`src/rtl/rdc_pkg.sv`:
```
// Package for the radix digit converter: transaction structs, field widths,
// digit glyph constants and the digit-to-ASCII function. No dependencies.
package rdc_pkg;

    localparam int NUMBER_W = 63;
    localparam int RADIX_W  = 5;
    localparam int CHAR_W   = 7;
    localparam int DIGIT_W  = 4;
    localparam int STEP_W   = $clog2(NUMBER_W);

    localparam logic [STEP_W-1:0]  STEP_LAST = STEP_W'(NUMBER_W - 1);
    localparam logic [RADIX_W-1:0] RADIX_MIN = 5'd2;
    localparam logic [RADIX_W-1:0] RADIX_MAX = 5'd16;
    localparam logic [CHAR_W-1:0]  CHAR_ZERO = 7'h30;
    localparam logic [CHAR_W-1:0]  CHAR_UA   = 7'h41;
    localparam logic [DIGIT_W-1:0] DIGIT_TEN = 4'd10;

    typedef struct packed {
        logic [NUMBER_W-1:0] number;
        logic [RADIX_W-1:0]  radix;
    } in_item_t;

    typedef struct packed {
        logic [CHAR_W-1:0] digit_char;
        logic              last_digit;
        logic              bad_radix;
    } out_item_t;

    // Divider control from the sequencer
    typedef struct packed {
        logic load;  // take a fresh dividend
        logic cont;  // divide the held quotient again
    } div_ctrl_t;

    // Divider status back to the sequencer
    typedef struct packed {
        logic               done;
        logic [DIGIT_W-1:0] remainder;
        logic               quo_nz;
    } div_stat_t;

    // Map a digit value 0..15 to '0'..'9', 'A'..'F'
    function automatic logic [CHAR_W-1:0] digit_glyph(input logic [DIGIT_W-1:0] d);
        logic [CHAR_W-1:0] ch;
        if (d < DIGIT_TEN) begin
            ch = CHAR_ZERO + {3'b000, d};
        end else begin
            ch = CHAR_UA + {3'b000, d - DIGIT_TEN};
        end
        return ch;
    endfunction

endpackage

```
`src/rtl/rdc_divider.sv`:
```
// Bit-serial restoring divider: one dividend bit per cycle, small divisor.
// Depends on rdc_pkg.
module rdc_divider (
    input  logic                          aclk,
    input  logic                          aresetn,
    input  rdc_pkg::div_ctrl_t            ctrl,
    input  logic [rdc_pkg::NUMBER_W-1:0]  number,
    input  logic [rdc_pkg::RADIX_W-1:0]   radix,
    output rdc_pkg::div_stat_t            stat
);
    import rdc_pkg::*;

    logic [NUMBER_W-1:0] val_reg, val_next;
    logic [DIGIT_W-1:0]  rem_reg, rem_next;
    logic [STEP_W-1:0]   cnt_reg, cnt_next;
    logic                busy_reg, busy_next;
    logic                done_reg, done_next;
    logic                nz_reg, nz_next;
    logic [DIGIT_W:0]    shifted;
    logic                ge;

    // Shift one dividend bit into the partial remainder and trial-subtract
    always_comb begin
        shifted   = {rem_reg, val_reg[NUMBER_W-1]};
        ge        = (shifted >= radix);
        val_next  = val_reg;
        rem_next  = rem_reg;
        cnt_next  = cnt_reg;
        busy_next = busy_reg;
        done_next = 1'b0;
        nz_next   = nz_reg;
        if (ctrl.load || ctrl.cont) begin
            if (ctrl.load) begin
                val_next = number;
            end
            rem_next  = '0;
            cnt_next  = '0;
            busy_next = 1'b1;
            nz_next   = 1'b0;
        end else if (busy_reg) begin
            val_next = {val_reg[NUMBER_W-2:0], ge};
            rem_next = ge ? DIGIT_W'(shifted - radix) : shifted[DIGIT_W-1:0];
            nz_next  = nz_reg | ge;
            cnt_next = cnt_reg + 1'b1;
            if (cnt_reg == STEP_LAST) begin
                busy_next = 1'b0;
                done_next = 1'b1;
            end
        end
    end

    always_ff @(posedge aclk) begin
        if (!aresetn) begin
            busy_reg <= 1'b0;
            done_reg <= 1'b0;
        end else begin
            busy_reg <= busy_next;
            done_reg <= done_next;
        end
        val_reg <= val_next;
        rem_reg <= rem_next;
        cnt_reg <= cnt_next;
        nz_reg  <= nz_next;
    end

    assign stat.done      = done_reg;
    assign stat.remainder = rem_reg;
    assign stat.quo_nz    = nz_reg;

endmodule

```
`src/rtl/rdc_digit_store.sv`:
```
// Digit stack memory: one write port, one registered read port.
// Depends on rdc_pkg.
module rdc_digit_store #(
    parameter int DEPTH = 64
) (
    input  logic                         aclk,
    input  logic                         wr_en,
    input  logic [$clog2(DEPTH)-1:0]     wr_addr,
    input  logic [rdc_pkg::DIGIT_W-1:0]  wr_data,
    input  logic                         rd_en,
    input  logic [$clog2(DEPTH)-1:0]     rd_addr,
    output logic [rdc_pkg::DIGIT_W-1:0]  rd_data
);
    import rdc_pkg::*;

    logic [DIGIT_W-1:0] mem [DEPTH];
    logic [DIGIT_W-1:0] rd_data_reg;

    // Write a digit, read the stack top on request
    always_ff @(posedge aclk) begin
        if (wr_en) begin
            mem[wr_addr] <= wr_data;
        end
        if (rd_en) begin
            rd_data_reg <= mem[rd_addr];
        end
    end

    assign rd_data = rd_data_reg;

endmodule

```
`src/rtl/radix_digit_converter.sv`:
```
// Radix digit converter: each digit comes from a bit-serial division and is
// pushed into the digit store; once all digits are stored they are popped
// and emitted most significant first (held while m_ready is low); a bad radix
// gives its single result in the cycle after acceptance. One item at a time.
// Reset (aresetn, synchronous, active low) returns the sequencer to idle and
// drops any pending result; the digit memory needs no clearing.
module radix_digit_converter #(
    parameter int MAX_DIGITS = 64
) (
    input  logic               aclk,
    input  logic               aresetn,
    input  logic               s_valid,
    output logic               s_ready,
    input  rdc_pkg::in_item_t  s_data,
    output logic               m_valid,
    input  logic               m_ready,
    output rdc_pkg::out_item_t m_data
);
    import rdc_pkg::*;

    localparam int CNT_W  = $clog2(MAX_DIGITS + 1);
    localparam int ADDR_W = $clog2(MAX_DIGITS);
    localparam logic [CNT_W-1:0] CNT_LIMIT = CNT_W'(MAX_DIGITS);

    typedef enum logic [2:0] {
        ST_IDLE,
        ST_DIV,
        ST_READ,
        ST_WAIT,
        ST_SEND
    } state_t;

    state_t              state_reg, state_next;
    logic [CNT_W-1:0]    cnt_reg, cnt_next;
    logic [RADIX_W-1:0]  radix_reg, radix_next;
    out_item_t           out_reg, out_next;
    logic                m_valid_reg, m_valid_next;

    div_ctrl_t           div_ctrl;
    div_stat_t           div_stat;
    logic                s_hs;
    logic                radix_ok;
    logic [CNT_W-1:0]    cnt_inc;
    logic                more;
    logic                wr_en;
    logic                rd_en;
    logic [DIGIT_W-1:0]  rd_data;

    assign s_hs     = s_valid && s_ready;
    assign radix_ok = s_data.radix inside {[RADIX_MIN:RADIX_MAX]};
    assign cnt_inc  = cnt_reg + 1'b1;
    assign more     = div_stat.quo_nz && (cnt_inc < CNT_LIMIT);
    assign wr_en    = (state_reg == ST_DIV) && div_stat.done;
    assign rd_en    = (state_reg == ST_READ);

    assign div_ctrl.load = s_hs && radix_ok;
    assign div_ctrl.cont = wr_en && more;

    rdc_divider u_div (
        .aclk    (aclk),
        .aresetn (aresetn),
        .ctrl    (div_ctrl),
        .number  (s_data.number),
        .radix   (radix_reg),
        .stat    (div_stat)
    );

    rdc_digit_store #(
        .DEPTH (MAX_DIGITS)
    ) u_store (
        .aclk    (aclk),
        .wr_en   (wr_en),
        .wr_addr (cnt_reg[ADDR_W-1:0]),
        .wr_data (div_stat.remainder),
        .rd_en   (rd_en),
        .rd_addr (ADDR_W'(cnt_reg - 1'b1)),
        .rd_data (rd_data)
    );

    // Sequence: divide and push digits, then pop them most significant first, or flag a bad radix
    always_comb begin
        state_next   = state_reg;
        cnt_next     = cnt_reg;
        radix_next   = radix_reg;
        out_next     = out_reg;
        m_valid_next = m_valid_reg;
        case (state_reg)
            ST_IDLE: begin
                if (s_hs) begin
                    radix_next = s_data.radix;
                    cnt_next   = '0;
                    if (radix_ok) begin
                        state_next = ST_DIV;
                    end else begin
                        out_next.digit_char = '0;
                        out_next.last_digit = 1'b1;
                        out_next.bad_radix  = 1'b1;
                        m_valid_next        = 1'b1;
                        state_next          = ST_SEND;
                    end
                end
            end
            ST_DIV: begin
                if (div_stat.done) begin
                    cnt_next = cnt_inc;
                    if (!more) begin
                        state_next = ST_READ;
                    end
                end
            end
            ST_READ: begin
                cnt_next   = cnt_reg - 1'b1;
                state_next = ST_WAIT;
            end
            ST_WAIT: begin
                out_next.digit_char = digit_glyph(rd_data);
                out_next.last_digit = (cnt_reg == '0);
                out_next.bad_radix  = 1'b0;
                m_valid_next        = 1'b1;
                state_next          = ST_SEND;
            end
            ST_SEND: begin
                if (m_ready) begin
                    m_valid_next = 1'b0;
                    state_next   = out_reg.last_digit ? ST_IDLE : ST_READ;
                end
            end
            default: begin
                state_next   = ST_IDLE;
                m_valid_next = 1'b0;
            end
        endcase
    end

    // Hold state and the registered result
    always_ff @(posedge aclk) begin
        if (!aresetn) begin
            state_reg   <= ST_IDLE;
            m_valid_reg <= 1'b0;
        end else begin
            state_reg   <= state_next;
            m_valid_reg <= m_valid_next;
        end
        cnt_reg   <= cnt_next;
        radix_reg <= radix_next;
        out_reg   <= out_next;
    end

    assign s_ready = (state_reg == ST_IDLE);
    assign m_valid = m_valid_reg;
    assign m_data  = out_reg;

endmodule

```
`config.mk`:
```
export PLATFORM = sky130hd
export DESIGN_NAME = radix_digit_converter
export DESIGN_NICKNAME = d
export VERILOG_FILES = /design/src/rtl/rdc_pkg.sv /design/src/rtl/rdc_divider.sv /design/src/rtl/rdc_digit_store.sv /design/src/rtl/radix_digit_converter.sv
export SDC_FILE = /design/constraint.sdc
export NUM_CORES = 1
export LEC_CHECK = 0
export CORE_MARGIN = 2
export CORE_UTILIZATION = 63
export DETAILED_ROUTE_END_ITERATION = 16
export DONT_BUFFER_PORTS = 1
export PLACE_DENSITY_LB_ADDON = 0.3
export SKIP_CTS_REPAIR_TIMING = 1
export SLEW_MARGIN = 20
export SYNTH_ARGS = -nofsm -noshare
export SYNTH_HDL_FRONTEND = slang
export SYNTH_SLANG_ARGS = --single-unit
```
`constraint.sdc`:
```
create_clock -name aclk -period 5.7 [get_ports aclk]
set_input_delay 0.285 -clock aclk [delete_from_list [all_inputs] [get_ports aclk]]
set_output_delay 0.285 -clock aclk [all_outputs]
set_load 0.02 [all_outputs]
```
==> results of run 1 <==
[per-stage QoR]
step / util (%) / power (mW) / cell area [um2] / hold slack, ns / worst slack [ns]
after global placement: 65.4 / 5.08 / 15300 / 0.384 / 2.24
after global routing: 72.8 / 7.75 / 17100 / 0.00187 / 1.78
after floorplan: - / 4.69 / 15100 / 0.384 / 0.761
final: 72.8 / 7.47 / 17100 / -0.0119 / 2.09
after detailed placement: 65.4 / 5.15 / 15300 / 0.384 / 2.09
after CTS: 70.3 / 7.44 / 16500 / -0.140 / 2.10
[cells in the mapped netlist (3+ instances only)]
master and instances:
o21ai_1 5, a22oi_1 4, o21ai_0 9, xnor2_1 8
a21oi_1 13, nor2b_1 6, nor2_1 124, nand3_1 27
ha_1 12, buf_2 16, o22ai_1 9, clkbuf_1 11
or3_1 4, nor3_1 5, xor2_1 10, buf_6 4
mux4_2 72, nand2_1 43, inv_1 20, a311oi_1 3
edfxtp_1 344, dfxtp_1 17, and3_1 3, buf_4 7
nand2b_1 6, mux2_2 64
[worst max-delay path by stage]
stage / from / end / slack, ns / cells after the start
3_5_place_dp: cnt_reg[0]$_DFFE_PP_ / u_store.rd_data[3]$_DFFE_PN_ / 2.09 / 7
5_1_grt: cnt_reg[0]$_DFFE_PP_ / u_store.rd_data[2]$_DFFE_PN_ / 1.78 / 8
6_report: cnt_reg[0]$_DFFE_PP_ / u_store.rd_data[2]$_DFFE_PN_ / 2.09 / 9
4_1_cts: cnt_reg[0]$_DFFE_PP_ / u_store.rd_data[3]$_DFFE_PN_ / 2.10 / 7
2_1_floorplan: cnt_reg[4]$_DFFE_PP_ / u_div.val_reg[0]$_DFFE_PP_ / 0.76 / 8
3_3_place_gp: cnt_reg[0]$_DFFE_PP_ / u_store.rd_data[2]$_DFFE_PN_ / 2.24 / 8
[power by group through the flow]
stage	combinational [mW]	clock (mW)	sequential (mW)
after global placement	1.60	0	3.48
final	1.73	2.30	3.45
after floorplan	1.12	0	3.57
after detailed placement	1.66	0	3.49
after CTS	1.68	2.32	3.44
after global routing	1.87	2.42	3.46
[metal layers]
| layer | share of wire, % | vias up | global-route usage (%) |
|---|---|---|---|
| li1 | - | 3565 | - |
| met1 | 38 | 4065 | 32.5 |
| met2 | 51 | 418 | 39.2 |
| met3 | 8.3 | 68 | 5.69 |
| met4 | 2.7 | 0 | 9.01 |
| met5 | 0 | - | 0 |
[logic make-up after synthesis]
logic type | share of synthesized area (%)
AO/OA/AOI/OAI | 2.71
XOR/XNOR | 1.05
adder cells (fa/ha/maj) | 1.13
buffers and inverters | 2.04
flip-flops | 70.8
multiplexers | 15.7
AND/OR/NAND/NOR | 6.55
[layout make-up]
type	count	area share (%)
repair buffers	71	3.97
multi-input cells	461	24.1
clock buffers	42	5.53
flip-flops and latches	361	62.5
well taps	319	2.34
clock inverters	23	1.16
inverters	20	0.439
==> run summary, run 1 <==
hold path cells -> 2
Hold Crit Start -> s_data[5]
r2r setup slk -> 2.09 ns
CTS HTree Levels -> 2
Die Wd -> 159 um
synth top area cells -> edfxtp_1, mux4_2, mux2_2
R2R cell count -> 9
TritonCTS sink count -> 361
Avg WL per Cell -> 24.8 um
number of flops mapped to enable cells by yosys -> 344
CTS tree -> done
peak supply drop -> 0.000274 V
WP data arrival -> 3.88 ns
Clock Skew -> 0.0339 ns
Setup violations, final -> 0
worst-path fanout max -> 37
clock input transition at the sequential cells of the worst setup and hold paths -> 0.07 ns
# port buffers -> 0
Reg area -> 10,700 um2
initial antenna violation count -> 0
Final TNS setup -> 0 ns
Final Hold Violating Endpoints -> 2
Slew Limit Fails -> 0
GRT Residual Overflow -> 0
combinational power share -> 23.1%
multi-input logic area -> 4120 um2
Leakage -> 5.55 nW
Seq pwr share -> 46.1%
NetSw -> 2.14 mW
sequential share of the synthesized area -> 70.8%
Worst Path Buf+Inv -> 3
DR pass1 iterations -> 6
dpl cells -> 1,172
fmax -> 277 MHz
max incr delay on CP -> 1.00 ns
flip-flop and latch count after synthesis -> 361
Top delay family on crit path -> adder cells
highest-delay cell along the critical path -> ha_2
worst hold slack -> -0.0119 ns
Mean Syn Cell Area -> 17.1 um2
hold crit path type -> in2reg
Synthesis Warnings -> 0
post-synth top area share -> 68.6%
hold path endpoint -> u_div.val_reg[0]$_DFFE_PP_
vias in the first global route -> 7,849
via/cell ratio -> 6.26
die span in y -> 159 um
GR Util All Layers -> 24.2%
total of max-cap violations -> 0
Relative slew margins -> 33.6%
total CTS buffers -> 36
Layout area overhead -> 13.5%
largest net degree at the start of global routing -> 68
Total Nets Final -> 1,036
WP data required -> 5.97 ns
antenna cell count -> 0
Post-synth top flop -> edfxtp_1
Finished Layout Cells -> 1,297
Clk Latency, worst-skew pair -> 0.54 ns
Crit Path Class -> reg2reg
cell taking the most area after synthesis -> edfxtp_1
Worst Tran Pin Value -> 0.996 ns
reg2reg start -> cnt_reg[0]$_DFFE_PP_
asr flop ratio synth -> 0%
fraction of layout cells with a size suffix above 1 -> 21.7%
CTS root buffer -> clkbuf_16
synthesized area -> 15,100 um2
row count -> 56
Initial Utilization -> 64.2%
most frequent cells in the layout -> edfxtp_1, nor2_1, mux4_2, mux2_2, dlygate4sd3_1
Fillers -> 1,360
core area -> 23,500 um2
initial drt markers -> 813
Antenna Nets Post-Route -> 0
number of remaining DRC errors -> 0
Clock Power Share -> 30.8%
final wirelength -> 32,200 um
first-pass GRT wire length -> 44,800 um
dpl hpwl -> 18,300 um
internal power -> 5.33 mW
Synth Net Count -> 968
status -> finished with violations
CTS Buffer Depth -> 3
CP Cell Sequence -> buf_4 -> inv_1 -> ha_2 -> buf_4 -> mux4_2 -> nor2_1 -> nor2_1 -> o22ai_1 -> o21ai_1
Reg-to-Reg End -> u_store.rd_data[2]$_DFFE_PN_
CP Launch Type -> register
min cycle time layout -> 3.61 ns
vias -> 8,116
failing checks -> hold timing
Cells after Synth -> 883
endpoint class of the critical path -> register
global placement routability congestion -> 0.896
final critical-path share of the clock period -> 63.3%
cell area power density -> 437 nW/um2
die area -> 25,200 um2
commonest non-fill, non-tap cell in the layout -> edfxtp_1
RSZ-0062 raised after global routing -> false
Synth cell types -> 51
switch share -> 28.7%
Largest register FFs -> 256
# IOs -> 83
Power figures use the tool's default switching activity.
==> run 2: changes to the inputs <==
==> constraint.sdc (replaced) <==
create_clock -name aclk -period 3.7 [get_ports aclk]
set_input_delay 0.185 -clock aclk [delete_from_list [all_inputs] [get_ports aclk]]
set_output_delay 0.185 -clock aclk [all_outputs]
set_load 0.02 [all_outputs]
==> run 2 against run 1 <==
  * The flow now finishes without violations
  * Non-clock buffer count grew 16
  * Critical endpoint is now u_store.rd_data[0]$_DFFE_PN_
  * Register-to-register slack got worse by 1.8 ns
  * Critical path depth down 2
  * Via count increased by 1.9%
==> run summary, run 2 (synthesized netlist as in run 1, its figures left out) <==
status -> finished, final reports clean (was finished with violations)
CTS tree -> done (unchanged)
Final Hold Violating Endpoints -> 0 (was 2)
CTS root buffer -> clkbuf_16 (unchanged)
clock input transition at the sequential cells of the worst setup and hold paths -> 0.06 ns (was 0.07 ns)
TritonCTS sink count -> 361 (unchanged)
Final TNS setup -> 0 ns (unchanged)
final wirelength -> 32,400 um (was 32,200 um)
GRT Residual Overflow -> 0 (unchanged)
Clock Skew -> 0.0130 ns (was 0.0339 ns)
r2r setup slk -> 0.31 ns (was 2.09 ns)
dpl cells -> 1,177 (was 1,172)
final critical-path share of the clock period -> 91.6% (was 63.3%)
core area -> 23,500 um2 (unchanged)
Total Nets Final -> 1,053 (was 1,036)
total CTS buffers -> 37 (was 36)
row count -> 56 (unchanged)
min cycle time layout -> 3.39 ns (was 3.61 ns)
peak supply drop -> 0.000546 V (was 0.000274 V)
Relative slew margins -> 36.3% (was 33.6%)
CTS Buffer Depth -> 3 (unchanged)
Hold Crit Start -> s_valid (was s_data[5])
GR Util All Layers -> 24.3% (was 24.2%)
# port buffers -> 0 (unchanged)
die span in y -> 159 um (unchanged)
Setup violations, final -> 0 (unchanged)
worst-path fanout max -> 50 (was 37)
CTS HTree Levels -> 2 (unchanged)
endpoint class of the critical path -> register (unchanged)
Reg-to-Reg End -> u_store.rd_data[0]$_DFFE_PN_ (was u_store.rd_data[2]$_DFFE_PN_)
vias -> 8,271 (was 8,116)
Largest register FFs -> 256 (unchanged)
WP data arrival -> 3.64 ns (was 3.88 ns)
# IOs -> 83 (unchanged)
Avg WL per Cell -> 24.6 um (was 24.8 um)
Worst Tran Pin Value -> 0.951 ns (was 0.996 ns)
R2R cell count -> 7 (was 9)
hold path endpoint -> radix_reg[1]$_DFFE_PP_ (was u_div.val_reg[0]$_DFFE_PP_)
Initial Utilization -> 64.2% (unchanged)
WP data required -> 3.95 ns (was 5.97 ns)
via/cell ratio -> 6.29 (was 6.26)
Crit Path Class -> reg2reg (unchanged)
antenna cell count -> 0 (unchanged)
Finished Layout Cells -> 1,314 (was 1,297)
fmax -> 295 MHz (was 277 MHz)
Die Wd -> 159 um (unchanged)
fraction of layout cells with a size suffix above 1 -> 21.6% (was 21.7%)
Layout area overhead -> 14.8% (was 13.5%)
Clk Latency, worst-skew pair -> 0.52 ns (was 0.54 ns)
largest net degree at the start of global routing -> 68 (unchanged)
initial drt markers -> 962 (was 813)
most frequent cells in the layout -> edfxtp_1, nor2_1, mux4_2, dlygate4sd3_1, mux2_2 (was edfxtp_1, nor2_1, mux4_2, mux2_2, dlygate4sd3_1)
vias in the first global route -> 7,976 (was 7,849)
CP Launch Type -> register (unchanged)
DR pass1 iterations -> 5 (was 6)
initial antenna violation count -> 0 (unchanged)
total of max-cap violations -> 0 (unchanged)
Slew Limit Fails -> 0 (unchanged)
Leakage -> 5.65 nW (was 5.55 nW)
die area -> 25,200 um2 (unchanged)
Antenna Nets Post-Route -> 0 (unchanged)
hold crit path type -> in2reg (unchanged)
dpl hpwl -> 18,600 um (was 18,300 um)
final core occ -> 73.7% (was 72.8%)
RSZ-0062 raised after global routing -> false (unchanged)
cell area power density -> 670 nW/um2 (was 437 nW/um2)
first-pass GRT wire length -> 45,500 um (was 44,800 um)
number of remaining DRC errors -> 0 (unchanged)
global placement routability congestion -> 0.888 (was 0.896)
hold path cells -> 1 (was 2)
reg2reg start -> cnt_reg[0]$_DFFE_PP_ (unchanged)
commonest non-fill, non-tap cell in the layout -> edfxtp_1 (unchanged)
## run 2: cell types whose count changed in the layout (fill, tap and decap cells not counted), sizes merged
cell and delta:
dlygate4sd3 +12, clkbuf +8, buf +5, clkinv -4, clkinvlp -3, bufinv -1
## run 2: through the flow
| stage | area (um2) | hold WS (ns) | setup WS, ns | power, mW |
|---|---|---|---|---|
| final | 17300 | 0.0650 | 0.309 | 11.6 |
| after global routing | 17300 | 0.0728 | 0.133 | 12.0 |
| after CTS | 16600 | -0.252 | 0.124 | 11.5 |
| after detailed placement | 15400 | 0.284 | 0.148 | 7.97 |
| after global placement | 15400 | 0.284 | 0.358 | 7.85 |
| after floorplan | 15100 | 0.284 | 0.109 | 7.22 |
## run 2: how the worst max path moves through the flow
stage,from,to,depth (start not counted)
global route,cnt_reg[0]$_DFFE_PP_,u_store.rd_data[0]$_DFFE_PN_,7
global placement,cnt_reg[0]$_DFFE_PP_,u_store.rd_data[0]$_DFFE_PN_,7
floorplan,cnt_reg[4]$_DFFE_PP_,u_div.val_reg[0]$_DFFE_PP_,8
finish,cnt_reg[0]$_DFFE_PP_,u_store.rd_data[0]$_DFFE_PN_,7
detailed placement,cnt_reg[0]$_DFFE_PP_,u_store.rd_data[0]$_DFFE_PN_,7
CTS,cnt_reg[0]$_DFFE_PP_,u_store.rd_data[0]$_DFFE_PN_,7
## run 2: report_power, final
part / internal (mW) / switching (mW) / leakage, nW / total (mW)
clock network: 2.09 / 1.49 / 0.569 / 3.59
logic: 1.07 / 1.63 / 1.78 / 2.70
registers: 5.14 / 0.170 / 3.30 / 5.31
total: 8.30 / 3.30 / 5.65 / 11.6
## run 2: final cells by class
class | instances | area [um2]
Tap cell | 319 | 399
Timing Repair Buffer | 87 | 868
Multi-Input combinational cell | 461 | 4120
Clock buffer | 51 | 1030
Clock inverter | 15 | 126
Sequential cell | 361 | 10700
Fill cell | 1361 | 6180
Inverter | 20 | 75.1
## run 2: per-layer routing
layer / vias to the layer above / wire (um) / global-route usage [%]
li1: 3605 / - / -
met4: 0 / 717 / 6.74
met2: 403 / 16700 / 39.6
met5: - / 0 / 0
met1: 4202 / 12800 / 34.6
met3: 61 / 2140 / 3.97
## run 2: critical path: stages (launching register included)
cell,delay (ns)
edfxtp_1,0.39
buf_4,0.71
or3_2,0.58
nor3_1,0.11
xnor2_1,0.64
nor2b_1,0.23
a22oi_1,0.33
o21ai_1,0.12
